[src/design/cnlv_pkg.sv]
// Shared types and constants of the card number check pipeline.
`default_nettype none
package cnlv_pkg;
	localparam int unsigned NUM_W          = 63;
	localparam int unsigned DIGITS         = 19;
	localparam int unsigned DIGIT_W        = 4;
	localparam int unsigned BCD_W          = DIGITS * DIGIT_W;
	localparam int unsigned CONV_W         = BCD_W + NUM_W;
	localparam int unsigned CNT_W          = 5;
	localparam int unsigned TOTAL_W        = 8;
	localparam int unsigned HALF_W         = 7;
	localparam int unsigned ITER_PER_STAGE = 8;
	localparam int unsigned CONV_STAGES    = (NUM_W + ITER_PER_STAGE - 1) / ITER_PER_STAGE;
	localparam int unsigned LO_DIGITS      = 10;
	localparam int unsigned LEN_MIN        = 13;
	localparam int unsigned LEN_MAX        = 16;
	localparam int unsigned LUHN_MOD       = 10;
	localparam int unsigned TOTAL_MAX      = 171;
	localparam int unsigned DBL_LIMIT      = 10;
	localparam int unsigned DBL_FOLD       = 9;
	localparam int unsigned BCD_ADJ_MIN    = 5;
	localparam int unsigned BCD_ADJ        = 3;

	typedef logic [DIGIT_W-1:0] digit_t;

	localparam digit_t LEAD_FOUR  = 4'd4;
	localparam digit_t LEAD_FIVE  = 4'd5;
	localparam digit_t LEAD_SIX   = 4'd6;
	localparam digit_t PAIR_HIGH  = 4'd3;
	localparam digit_t PAIR_LOW   = 4'd7;

	// conversion word: decimal digits above, remaining binary bits below
	typedef logic [CONV_W-1:0] conv_t;

	typedef struct packed {
		logic               valid_res;
		logic               length_ok;
		logic               prefix_ok;
		logic               luhn_ok;
		logic [CNT_W-1:0]   digit_count;
		logic [TOTAL_W-1:0] luhn_total;
	} result_t;
endpackage
`default_nettype wire

[src/design/cnlv_card_if.sv]
// Input channel carrying one card number per word.
`default_nettype none
interface cnlv_card_if;
	logic                       valid;
	logic                       ready;
	logic [cnlv_pkg::NUM_W-1:0] card_number;

	modport source (output valid, output card_number, input ready);
	modport sink (input valid, input card_number, output ready);
endinterface
`default_nettype wire

[src/design/cnlv_verdict_if.sv]
// Output channel carrying one check verdict per word.
`default_nettype none
interface cnlv_verdict_if;
	logic                         valid;
	logic                         ready;
	logic                         valid_res;
	logic                         length_ok;
	logic                         prefix_ok;
	logic                         luhn_ok;
	logic [cnlv_pkg::CNT_W-1:0]   digit_count;
	logic [cnlv_pkg::TOTAL_W-1:0] luhn_total;

	modport source (output valid, output valid_res, output length_ok, output prefix_ok,
		output luhn_ok, output digit_count, output luhn_total, input ready);
	modport sink (input valid, input valid_res, input length_ok, input prefix_ok,
		input luhn_ok, input digit_count, input luhn_total, output ready);
endinterface
`default_nettype wire

[src/design/cnlv_bcd_stage.sv]
// One registered stage of the binary to decimal shift-and-add-three conversion.
`default_nettype none
module cnlv_bcd_stage #(
	parameter int unsigned ITERS = 8
) (
	input  wire logic            clk,
	input  wire logic            arst_n,
	input  wire logic            valid_in,
	input  wire cnlv_pkg::conv_t word_in,
	output logic                 up_en,
	input  wire logic            down_en,
	output logic                 valid_s1,
	output cnlv_pkg::conv_t      word_s1
);
	import cnlv_pkg::*;

	conv_t step;

	always_comb begin
		step = word_in;
		for (int i = 0; i < ITERS; i++) begin
			for (int d = 0; d < DIGITS; d++) begin
				if (step[NUM_W + d*DIGIT_W +: DIGIT_W] >= DIGIT_W'(BCD_ADJ_MIN)) begin
					step[NUM_W + d*DIGIT_W +: DIGIT_W] =
						step[NUM_W + d*DIGIT_W +: DIGIT_W] + DIGIT_W'(BCD_ADJ);
				end
			end
			step = step << 1;
		end
	end

	assign up_en = !valid_s1 || down_en;

	always_ff @(posedge clk or negedge arst_n) begin
		if (!arst_n) begin
			valid_s1 <= 1'b0;
		end else if (up_en) begin
			valid_s1 <= valid_in;
		end
	end

	always_ff @(posedge clk) begin
		if (up_en && valid_in) begin
			word_s1 <= step;
		end
	end
endmodule
`default_nettype wire

[src/design/card_number_luhn_validator_unit.sv]
// Top level of the card number check: decimal conversion, length, prefix and Luhn checks.
//
// Usage: card numbers enter on the card channel (valid/ready, one 63-bit
// unsigned number per word); one verdict word leaves on the verdict channel
// for every number taken, in order.
// Structure: ten register stages. Eight stages do the binary to decimal
// conversion, eight shift-and-add-three steps each (seven in the last); one
// stage counts digits and forms two halves of the Luhn sum; the output stage
// adds the halves and forms prefix and verdict.
// Throughput: one number per cycle while the receiver keeps ready high.
// Reset clears every stage valid bit; the pipeline then holds no words.
// When the receiver stalls, the output word holds and each stage holds
// only if the stage ahead of it is full, so bubbles close up; card.ready
// falls once all ten stages are full. No word is dropped or repeated.
`default_nettype none
module card_number_luhn_validator_unit (
	input wire logic       clk,
	input wire logic       arst_n,
	cnlv_card_if.sink      card,
	cnlv_verdict_if.source verdict
);
	import cnlv_pkg::*;

	logic  vld  [0:CONV_STAGES];
	conv_t word [0:CONV_STAGES];
	logic  en   [0:CONV_STAGES];

	assign vld[0]     = card.valid;
	assign word[0]    = {{BCD_W{1'b0}}, card.card_number};
	assign card.ready = en[0];

	for (genvar k = 0; k < CONV_STAGES; k++) begin : g_conv
		localparam int unsigned ITERS = (k == CONV_STAGES - 1)
			? NUM_W - (CONV_STAGES - 1) * ITER_PER_STAGE : ITER_PER_STAGE;
		cnlv_bcd_stage #(.ITERS(ITERS)) u_stage (
			.clk      (clk),
			.arst_n   (arst_n),
			.valid_in (vld[k]),
			.word_in  (word[k]),
			.up_en    (en[k]),
			.down_en  (en[k+1]),
			.valid_s1 (vld[k+1]),
			.word_s1  (word[k+1])
		);
	end

	// digit count and Luhn half sums
	logic               vld_s9;
	logic [BCD_W-1:0]   bcd_s9;
	logic [CNT_W-1:0]   cnt_s9;
	logic [HALF_W-1:0]  lo_s9;
	logic [HALF_W-1:0]  hi_s9;
	logic [CNT_W-1:0]   cnt_c;
	logic [HALF_W-1:0]  lo_c;
	logic [HALF_W-1:0]  hi_c;
	logic               en_s10;
	digit_t             dg;
	logic [DIGIT_W:0]   dbl;
	logic [DIGIT_W:0]   red;

	always_comb begin
		cnt_c = '0;
		lo_c  = '0;
		hi_c  = '0;
		dg    = '0;
		dbl   = '0;
		red   = '0;
		for (int d = 0; d < DIGITS; d++) begin
			dg = word[CONV_STAGES][NUM_W + d*DIGIT_W +: DIGIT_W];
			if (dg != '0) begin
				cnt_c = CNT_W'(d + 1);
			end
			if ((d % 2) == 0) begin
				red = {1'b0, dg};
			end else begin
				dbl = {dg, 1'b0};
				red = (dbl >= (DIGIT_W+1)'(DBL_LIMIT)) ? dbl - (DIGIT_W+1)'(DBL_FOLD) : dbl;
			end
			if (d < LO_DIGITS) begin
				lo_c = lo_c + HALF_W'(red);
			end else begin
				hi_c = hi_c + HALF_W'(red);
			end
		end
	end

	assign en[CONV_STAGES] = !vld_s9 || en_s10;

	always_ff @(posedge clk or negedge arst_n) begin
		if (!arst_n) begin
			vld_s9 <= 1'b0;
		end else if (en[CONV_STAGES]) begin
			vld_s9 <= vld[CONV_STAGES];
		end
	end

	always_ff @(posedge clk) begin
		if (en[CONV_STAGES] && vld[CONV_STAGES]) begin
			bcd_s9 <= word[CONV_STAGES][CONV_W-1 -: BCD_W];
			cnt_s9 <= cnt_c;
			lo_s9  <= lo_c;
			hi_s9  <= hi_c;
		end
	end

	// prefix, totals and verdict
	logic               vld_s10;
	result_t            res_s10;
	result_t            res_c;
	digit_t             lead;
	digit_t             lead2;
	logic [TOTAL_W-1:0] total;
	logic               len_ok;
	logic               pre_ok;
	logic               lu_ok;

	always_comb begin
		lead  = '0;
		lead2 = '0;
		for (int d = 0; d < DIGITS; d++) begin
			if (CNT_W'(d + 1) == cnt_s9) begin
				lead = bcd_s9[d*DIGIT_W +: DIGIT_W];
			end
			if (CNT_W'(d + 2) == cnt_s9) begin
				lead2 = bcd_s9[d*DIGIT_W +: DIGIT_W];
			end
		end
		total  = TOTAL_W'(lo_s9) + TOTAL_W'(hi_s9);
		len_ok = (cnt_s9 >= CNT_W'(LEN_MIN)) && (cnt_s9 <= CNT_W'(LEN_MAX));
		pre_ok = (cnt_s9 != '0) &&
			((lead == LEAD_FOUR) || (lead == LEAD_FIVE) || (lead == LEAD_SIX) ||
			((lead == PAIR_HIGH) && (lead2 == PAIR_LOW) && (cnt_s9 >= CNT_W'(2))));
		lu_ok = 1'b0;
		for (int m = 0; m <= TOTAL_MAX / LUHN_MOD; m++) begin
			if (total == TOTAL_W'(m * LUHN_MOD)) begin
				lu_ok = 1'b1;
			end
		end
		res_c.valid_res   = len_ok && pre_ok && lu_ok;
		res_c.length_ok   = len_ok;
		res_c.prefix_ok   = pre_ok;
		res_c.luhn_ok     = lu_ok;
		res_c.digit_count = cnt_s9;
		res_c.luhn_total  = total;
	end

	assign en_s10 = !vld_s10 || verdict.ready;

	always_ff @(posedge clk or negedge arst_n) begin
		if (!arst_n) begin
			vld_s10 <= 1'b0;
		end else if (en_s10) begin
			vld_s10 <= vld_s9;
		end
	end

	always_ff @(posedge clk) begin
		if (en_s10 && vld_s9) begin
			res_s10 <= res_c;
		end
	end

	assign verdict.valid       = vld_s10;
	assign verdict.valid_res   = res_s10.valid_res;
	assign verdict.length_ok   = res_s10.length_ok;
	assign verdict.prefix_ok   = res_s10.prefix_ok;
	assign verdict.luhn_ok     = res_s10.luhn_ok;
	assign verdict.digit_count = res_s10.digit_count;
	assign verdict.luhn_total  = res_s10.luhn_total;
endmodule
`default_nettype wire
[src/flat_wrapper.sv]
// flat-port wrapper written by rule: the top's interface ports become plain ports
module card_number_luhn_validator_unit_flat import cnlv_pkg::*;
  (clk, arst_n, card_valid, card_card_number, card_ready, verdict_valid, verdict_valid_res, verdict_length_ok, verdict_prefix_ok, verdict_luhn_ok, verdict_digit_count, verdict_luhn_total, verdict_ready);
  cnlv_card_if card_i ();
  cnlv_verdict_if verdict_i ();
  input wire logic clk;
  input wire logic arst_n;
  input wire logic [$bits(card_i.valid)-1:0] card_valid;
  input wire logic [$bits(card_i.card_number)-1:0] card_card_number;
  output wire logic [$bits(card_i.ready)-1:0] card_ready;
  output wire logic [$bits(verdict_i.valid)-1:0] verdict_valid;
  output wire logic [$bits(verdict_i.valid_res)-1:0] verdict_valid_res;
  output wire logic [$bits(verdict_i.length_ok)-1:0] verdict_length_ok;
  output wire logic [$bits(verdict_i.prefix_ok)-1:0] verdict_prefix_ok;
  output wire logic [$bits(verdict_i.luhn_ok)-1:0] verdict_luhn_ok;
  output wire logic [$bits(verdict_i.digit_count)-1:0] verdict_digit_count;
  output wire logic [$bits(verdict_i.luhn_total)-1:0] verdict_luhn_total;
  input wire logic [$bits(verdict_i.ready)-1:0] verdict_ready;
  assign card_i.valid = card_valid;
  assign card_i.card_number = card_card_number;
  assign card_ready = card_i.ready;
  assign verdict_valid = verdict_i.valid;
  assign verdict_valid_res = verdict_i.valid_res;
  assign verdict_length_ok = verdict_i.length_ok;
  assign verdict_prefix_ok = verdict_i.prefix_ok;
  assign verdict_luhn_ok = verdict_i.luhn_ok;
  assign verdict_digit_count = verdict_i.digit_count;
  assign verdict_luhn_total = verdict_i.luhn_total;
  assign verdict_i.ready = verdict_ready;
  card_number_luhn_validator_unit u_core (.clk(clk), .arst_n(arst_n), .card(card_i), .verdict(verdict_i));
endmodule
[config.mk]
export PLATFORM = sky130hd
export DESIGN_NAME = card_number_luhn_validator_unit_flat
export DESIGN_NICKNAME = d
export VERILOG_FILES = /design/src/design/cnlv_pkg.sv /design/src/design/cnlv_card_if.sv /design/src/design/cnlv_verdict_if.sv /design/src/design/cnlv_bcd_stage.sv /design/src/design/card_number_luhn_validator_unit.sv /design/src/flat_wrapper.sv
export SDC_FILE = /design/constraint.sdc
export NUM_CORES = 2
export LEC_CHECK = 0
export ABC_AREA = 1
export ABC_CLOCK_PERIOD_IN_PS = 10930
export BUFFER_PORTS_ARGS = -buffer_cell sky130_fd_sc_hd__buf_2
export CAP_MARGIN = 20
export CORE_AREA = 3 3 479 481
export CTS_BUF_LIST = sky130_fd_sc_hd__clkbuf_16
export DETAILED_ROUTE_END_ITERATION = 6
export DIE_AREA = 0 0 482 484
export SETUP_SLACK_MARGIN = 0.4
export SYNTH_ARGS = -nofsm -noshare
export SYNTH_HDL_FRONTEND = slang
export SYNTH_SLANG_ARGS = --single-unit
[constraint.sdc]
create_clock -name clk -period 10.93 [get_ports clk]
set_input_delay 1.6395 -clock clk [delete_from_list [all_inputs] [get_ports clk]]
set_output_delay 1.6395 -clock clk [all_outputs]
set_load 0.01 [all_outputs]
==> results <==
- The source of the worst hold timing path is u_core.g_conv[1].u_stage.word_s1[37].
- The worst-case hold path end point is u_core.g_conv[2].u_stage.word_s1[45].
- The number of slew-limit violations in the final report is 0.
- The post-synth net total is roughly 14000.
- The wire length of the first global-routing pass is 300 mm.
- The synthesized instance count is 13600.
- After global routing the overflow that remains totals 0.
- The tree built by TritonCTS fans out to 709 sinks.
- The I/O pin count is 86.
- In this run the worst path has a maximum fanout of 5.
- The area of all placed cells without fillers is 0.0972 mm^2.
- In the finished design, the share of the clock period the worst path needs comes to 0.632.
- The clock-pin slew on the worst setup and hold paths is 0.06 ns.
- Hold repair after CTS inserted 0 buffers.
- Timing would allow up to 145 MHz.
- The type of the most critical hold path is flop to flop.
- The number of setup buffers added after CTS is 0.
- The number of synthesized flops with an enable pin is between 600 and 700.
- Entering global routing, the biggest net connects 68 pins.
- STA puts the critical path data arrival time at 7.41 ns.
- The total of endpoints with negative setup slack in the final report is 0.
- The share of synthesized area in the top cell type comes to 0.233.
- STA classifies the critical path endpoint as a flop.
- The average detailed-routed wire length per instance is slightly below 10 um.
- Together, buffers and inverters on the worst path number 10.
- The worst setup path is launched from a flop.
- The most instantiated flip-flop cell in the synthesis netlist is sky130_fd_sc_hd__edfxtp_1.
- The site row count is 174.
- The number of search-and-repair iterations in the first detailed-routing pass is 6.
- The CTS H-tree depth is 3.
- Post-CTS repair changed the size of 0 cells.
- The number of global-route vias before repair is 73000.
- The number of routed nets with antenna violations is 0.
- The synthesized area divided by synthesized cell count is ~6.6 um^2.
- The maximum single-stage delay on the critical path is 0.40 ns.
- The critical path start-end classification is flop to flop.
- In the final layout, the share of cells above drive strength 1 is 0.113.
- The die width is 482 um.
- The critical path's most frequent cell is sky130_fd_sc_hd__inv_1.
- Summed over all layers, the routed wires come to around 170 mm.
- No sink is reached through more buffers than the 3 on the longest clock path.
- The number of DRC violations after detailed-routing iteration 0 is 2847.
- Input and output buffers added on the ports amount to 85.
- The via total after detailed routing is 79000.
- The library cell used as clock root buffer is sky130_fd_sc_hd__clkbuf_16.
- The worst pin sits at a relative slew slack of 0.356.
- In this run the critical register-to-register path is captured at u_core.g_conv[7].u_stage.word_s1[132].
- The area overhead of the layout relative to synthesis is 8.17%.
- The area of the die is between 0.2 and 0.25 mm^2.
- The async set-or-reset flop fraction in the synthesized netlist is 0.0141.
- The weighted congestion reported at the end of routability-driven placement is ~0.8.
- Ranked by total cell area, the synthesized netlist is headed by sky130_fd_sc_hd__edfxtp_1 23%, sky130_fd_sc_hd__nand2_1 18%, sky130_fd_sc_hd__inv_1 11%.
- The average vias per placed instance is 4.70.
- Counting cells, the worst reg-to-reg path comes to 38.
- After routing, the total negative slack on setup checks comes to 0 ns.
- The placeable core area is 0.225 mm^2.
- At the worst endpoint, the required time is between 10 and 15 ns.
- The cell type of the slowest stage on the worst timing path is sky130_fd_sc_hd__edfxtp_1.
- The overall fraction of global-route tracks in use is 0.143.
- The setup clock skew after layout is 0.0846 ns.
- The flow ran to the end, and the final reports show no timing, DRC or antenna violations.
- The worst hold slack is 0.369 ns.
- sky130_fd_sc_hd__edfxtp_1 takes more of the synthesized area than any other cell.
- The net count of the finished layout is 14600.
- The initial antenna violation count is 2.
- The area of placed instances is approximately 0.094 mm^2.
- The later pin in the worst-skew pair is clocked with a latency of 0.77 ns.
- Counting flops and latches in the post-synthesis netlist gives 709.
- During synthesis, Yosys emitted a total of 0 warnings.
- In this run the critical register-to-register path is launched from u_core.g_conv[6].u_stage.word_s1[127].
- The remaining routing DRC violations is 0.
- The count of cells along the worst hold path is 0.
- Setup repair after global routing left no endpoint under its margin.
- The vertical die dimension is 484 um.
- The HPWL after detailed placement is 138 mm.
- The final hold violation count is 0.
- The top cell family by delay on the critical path is XOR/XNOR gates.
- The slew of the pin with the lowest slew margin is roughly 0.97 ns.
- Counting distinct cell types in the post-synthesis netlist gives 69.
- TritonCTS built the clock tree.
- Counting the buffers created by CTS gives 89.
- The initial utilization of the core area, before any placement, comes to 0.399.
- The netlist area before placement is about 0.09 mm^2.
- The proportion of synthesized chip area in sequential cells is 0.236.
- After layout, the minimum clock period comes to 6.91 ns.
- The number of maximum-capacitance violations is 0.
- The register-to-register path setup slack is a little over 4 ns.
## metal layers
metal | up-vias | GRT usage | share of wire
li1 | 44200 | - | -
met3 | 188 | 0.0177 | 0.021
met5 | - | 0 | 0
met2 | 435 | 0.271 | 0.49
met4 | 0 | 0.0367 | 0.025
met1 | 34200 | 0.169 | 0.46
## state kept, by name, summed over array words and instances (netlist names)
name                            flops
u_core.g_conv.u_stage.word_s1     587
u_core.bcd_s9                      76
u_core.g_conv.u_stage.valid_s1      8
u_core.verdict.luhn_total           8
u_core.hi_s9                        7
u_core.lo_s9                        7
u_core.cnt_s9                       5
u_core.verdict.digit_count          5
u_core.verdict.length_ok            1
u_core.verdict.luhn_ok              1
u_core.verdict.prefix_ok            1
u_core.verdict.valid                1
u_core.verdict.valid_res            1
u_core.vld_s9                       1
## worst max-delay path by stage
stage | from | endpoint | slack, ns | cells past startpoint
final | u_core.g_conv[6].u_stage.word_s1[127] | u_core.g_conv[7].u_stage.word_s1[132] | 4.02 | 38
after global routing | u_core.g_conv[6].u_stage.word_s1[127] | u_core.g_conv[7].u_stage.word_s1[133] | 3.07 | 39
after CTS | u_core.g_conv[6].u_stage.word_s1[127] | u_core.g_conv[7].u_stage.word_s1[132] | 3.96 | 38
after detailed placement | u_core.g_conv[6].u_stage.word_s1[127] | u_core.g_conv[7].u_stage.word_s1[132] | 3.95 | 38
after global placement | u_core.g_conv[6].u_stage.word_s1[127] | u_core.g_conv[7].u_stage.word_s1[132] | 3.91 | 38
after floorplan | u_core.g_conv[6].u_stage.word_s1[127] | u_core.g_conv[7].u_stage.word_s1[132] | 4.74 | 38
## synth_stat cells, drive strengths merged (9+ instances only)
cell type  instances
o22ai             21
o211ai            32
nand3           1508
o21bai            20
xnor2             75
a21oi            276
nor2             422
nand4            474
and2             172
a211oi            11
a21o             110
fa                59
o31ai              9
inv             2700
nor4              10
xor2             318
o21a              14
edfxtp           699
a31o              55
nor3              13
nand2           4830
ha               746
or2               60
nand3b            78
o21ai            797
dfrtp             10
## logic make-up (layout without fill, tap and decap cells)
family | Yosys count | count (layout) | synth area share
compound gates | 1384 | 1384 | 0.0938
xor+xnor | 393 | 393 | 0.0419
fa+ha+maj | 805 | 805 | 0.117
buf+inv | 2702 | 2969 | 0.113
flops | 709 | 709 | 0.236
mux | 4 | 4 | 0.000473
other cells | 0 | 2 | 0
simple gates | 7575 | 7575 | 0.398
## per-stage QoR
step | cells | setup slack (ns) | util
floorplan | 13600 | 4.74 | -
global placement | 16700 | 3.91 | 0.419
detailed placement | 16700 | 3.95 | 0.419
CTS | 16800 | 3.96 | 0.432
global route | 16800 | 3.07 | 0.432
finish | 16800 | 4.02 | 0.432
## placed cells by master (no fill, tap or decap), types with 54 or more instances in the layout
cell and n:
sky130_fd_sc_hd__edfxtp_1 699, sky130_fd_sc_hd__nand2_1 4253, sky130_fd_sc_hd__nor2_1 404, sky130_fd_sc_hd__buf_2 85
sky130_fd_sc_hd__a31o_2 55, sky130_fd_sc_hd__nand3_2 283, sky130_fd_sc_hd__inv_2 76, sky130_fd_sc_hd__nand4_1 474
sky130_fd_sc_hd__xor2_1 299, sky130_fd_sc_hd__clkbuf_16 89, sky130_fd_sc_hd__nand2_2 544, sky130_fd_sc_hd__inv_1 2630
sky130_fd_sc_hd__a21oi_1 274, sky130_fd_sc_hd__o21ai_0 359, sky130_fd_sc_hd__o21ai_2 161, sky130_fd_sc_hd__xnor2_1 54
sky130_fd_sc_hd__fa_1 59, sky130_fd_sc_hd__and2_1 132, sky130_fd_sc_hd__nand3b_1 78, sky130_fd_sc_hd__ha_1 746
sky130_fd_sc_hd__nand3_1 1213, sky130_fd_sc_hd__a21o_1 101, sky130_fd_sc_hd__o21ai_1 274
## layout make-up
type	count	area [um^2]
multi-input combinational	10200	58500
sequential	709	21200
fill	23300	128000
clock inverter	77	783
inverter	2701	10100
antenna	2	5.00
timing repair buffer	102	553
tap	2992	3740
clock buffer	89	2230
Power is left out: the tool's default activity adds up to more than one toggle a clock period on the data nets, which glitch-free logic cannot reach.
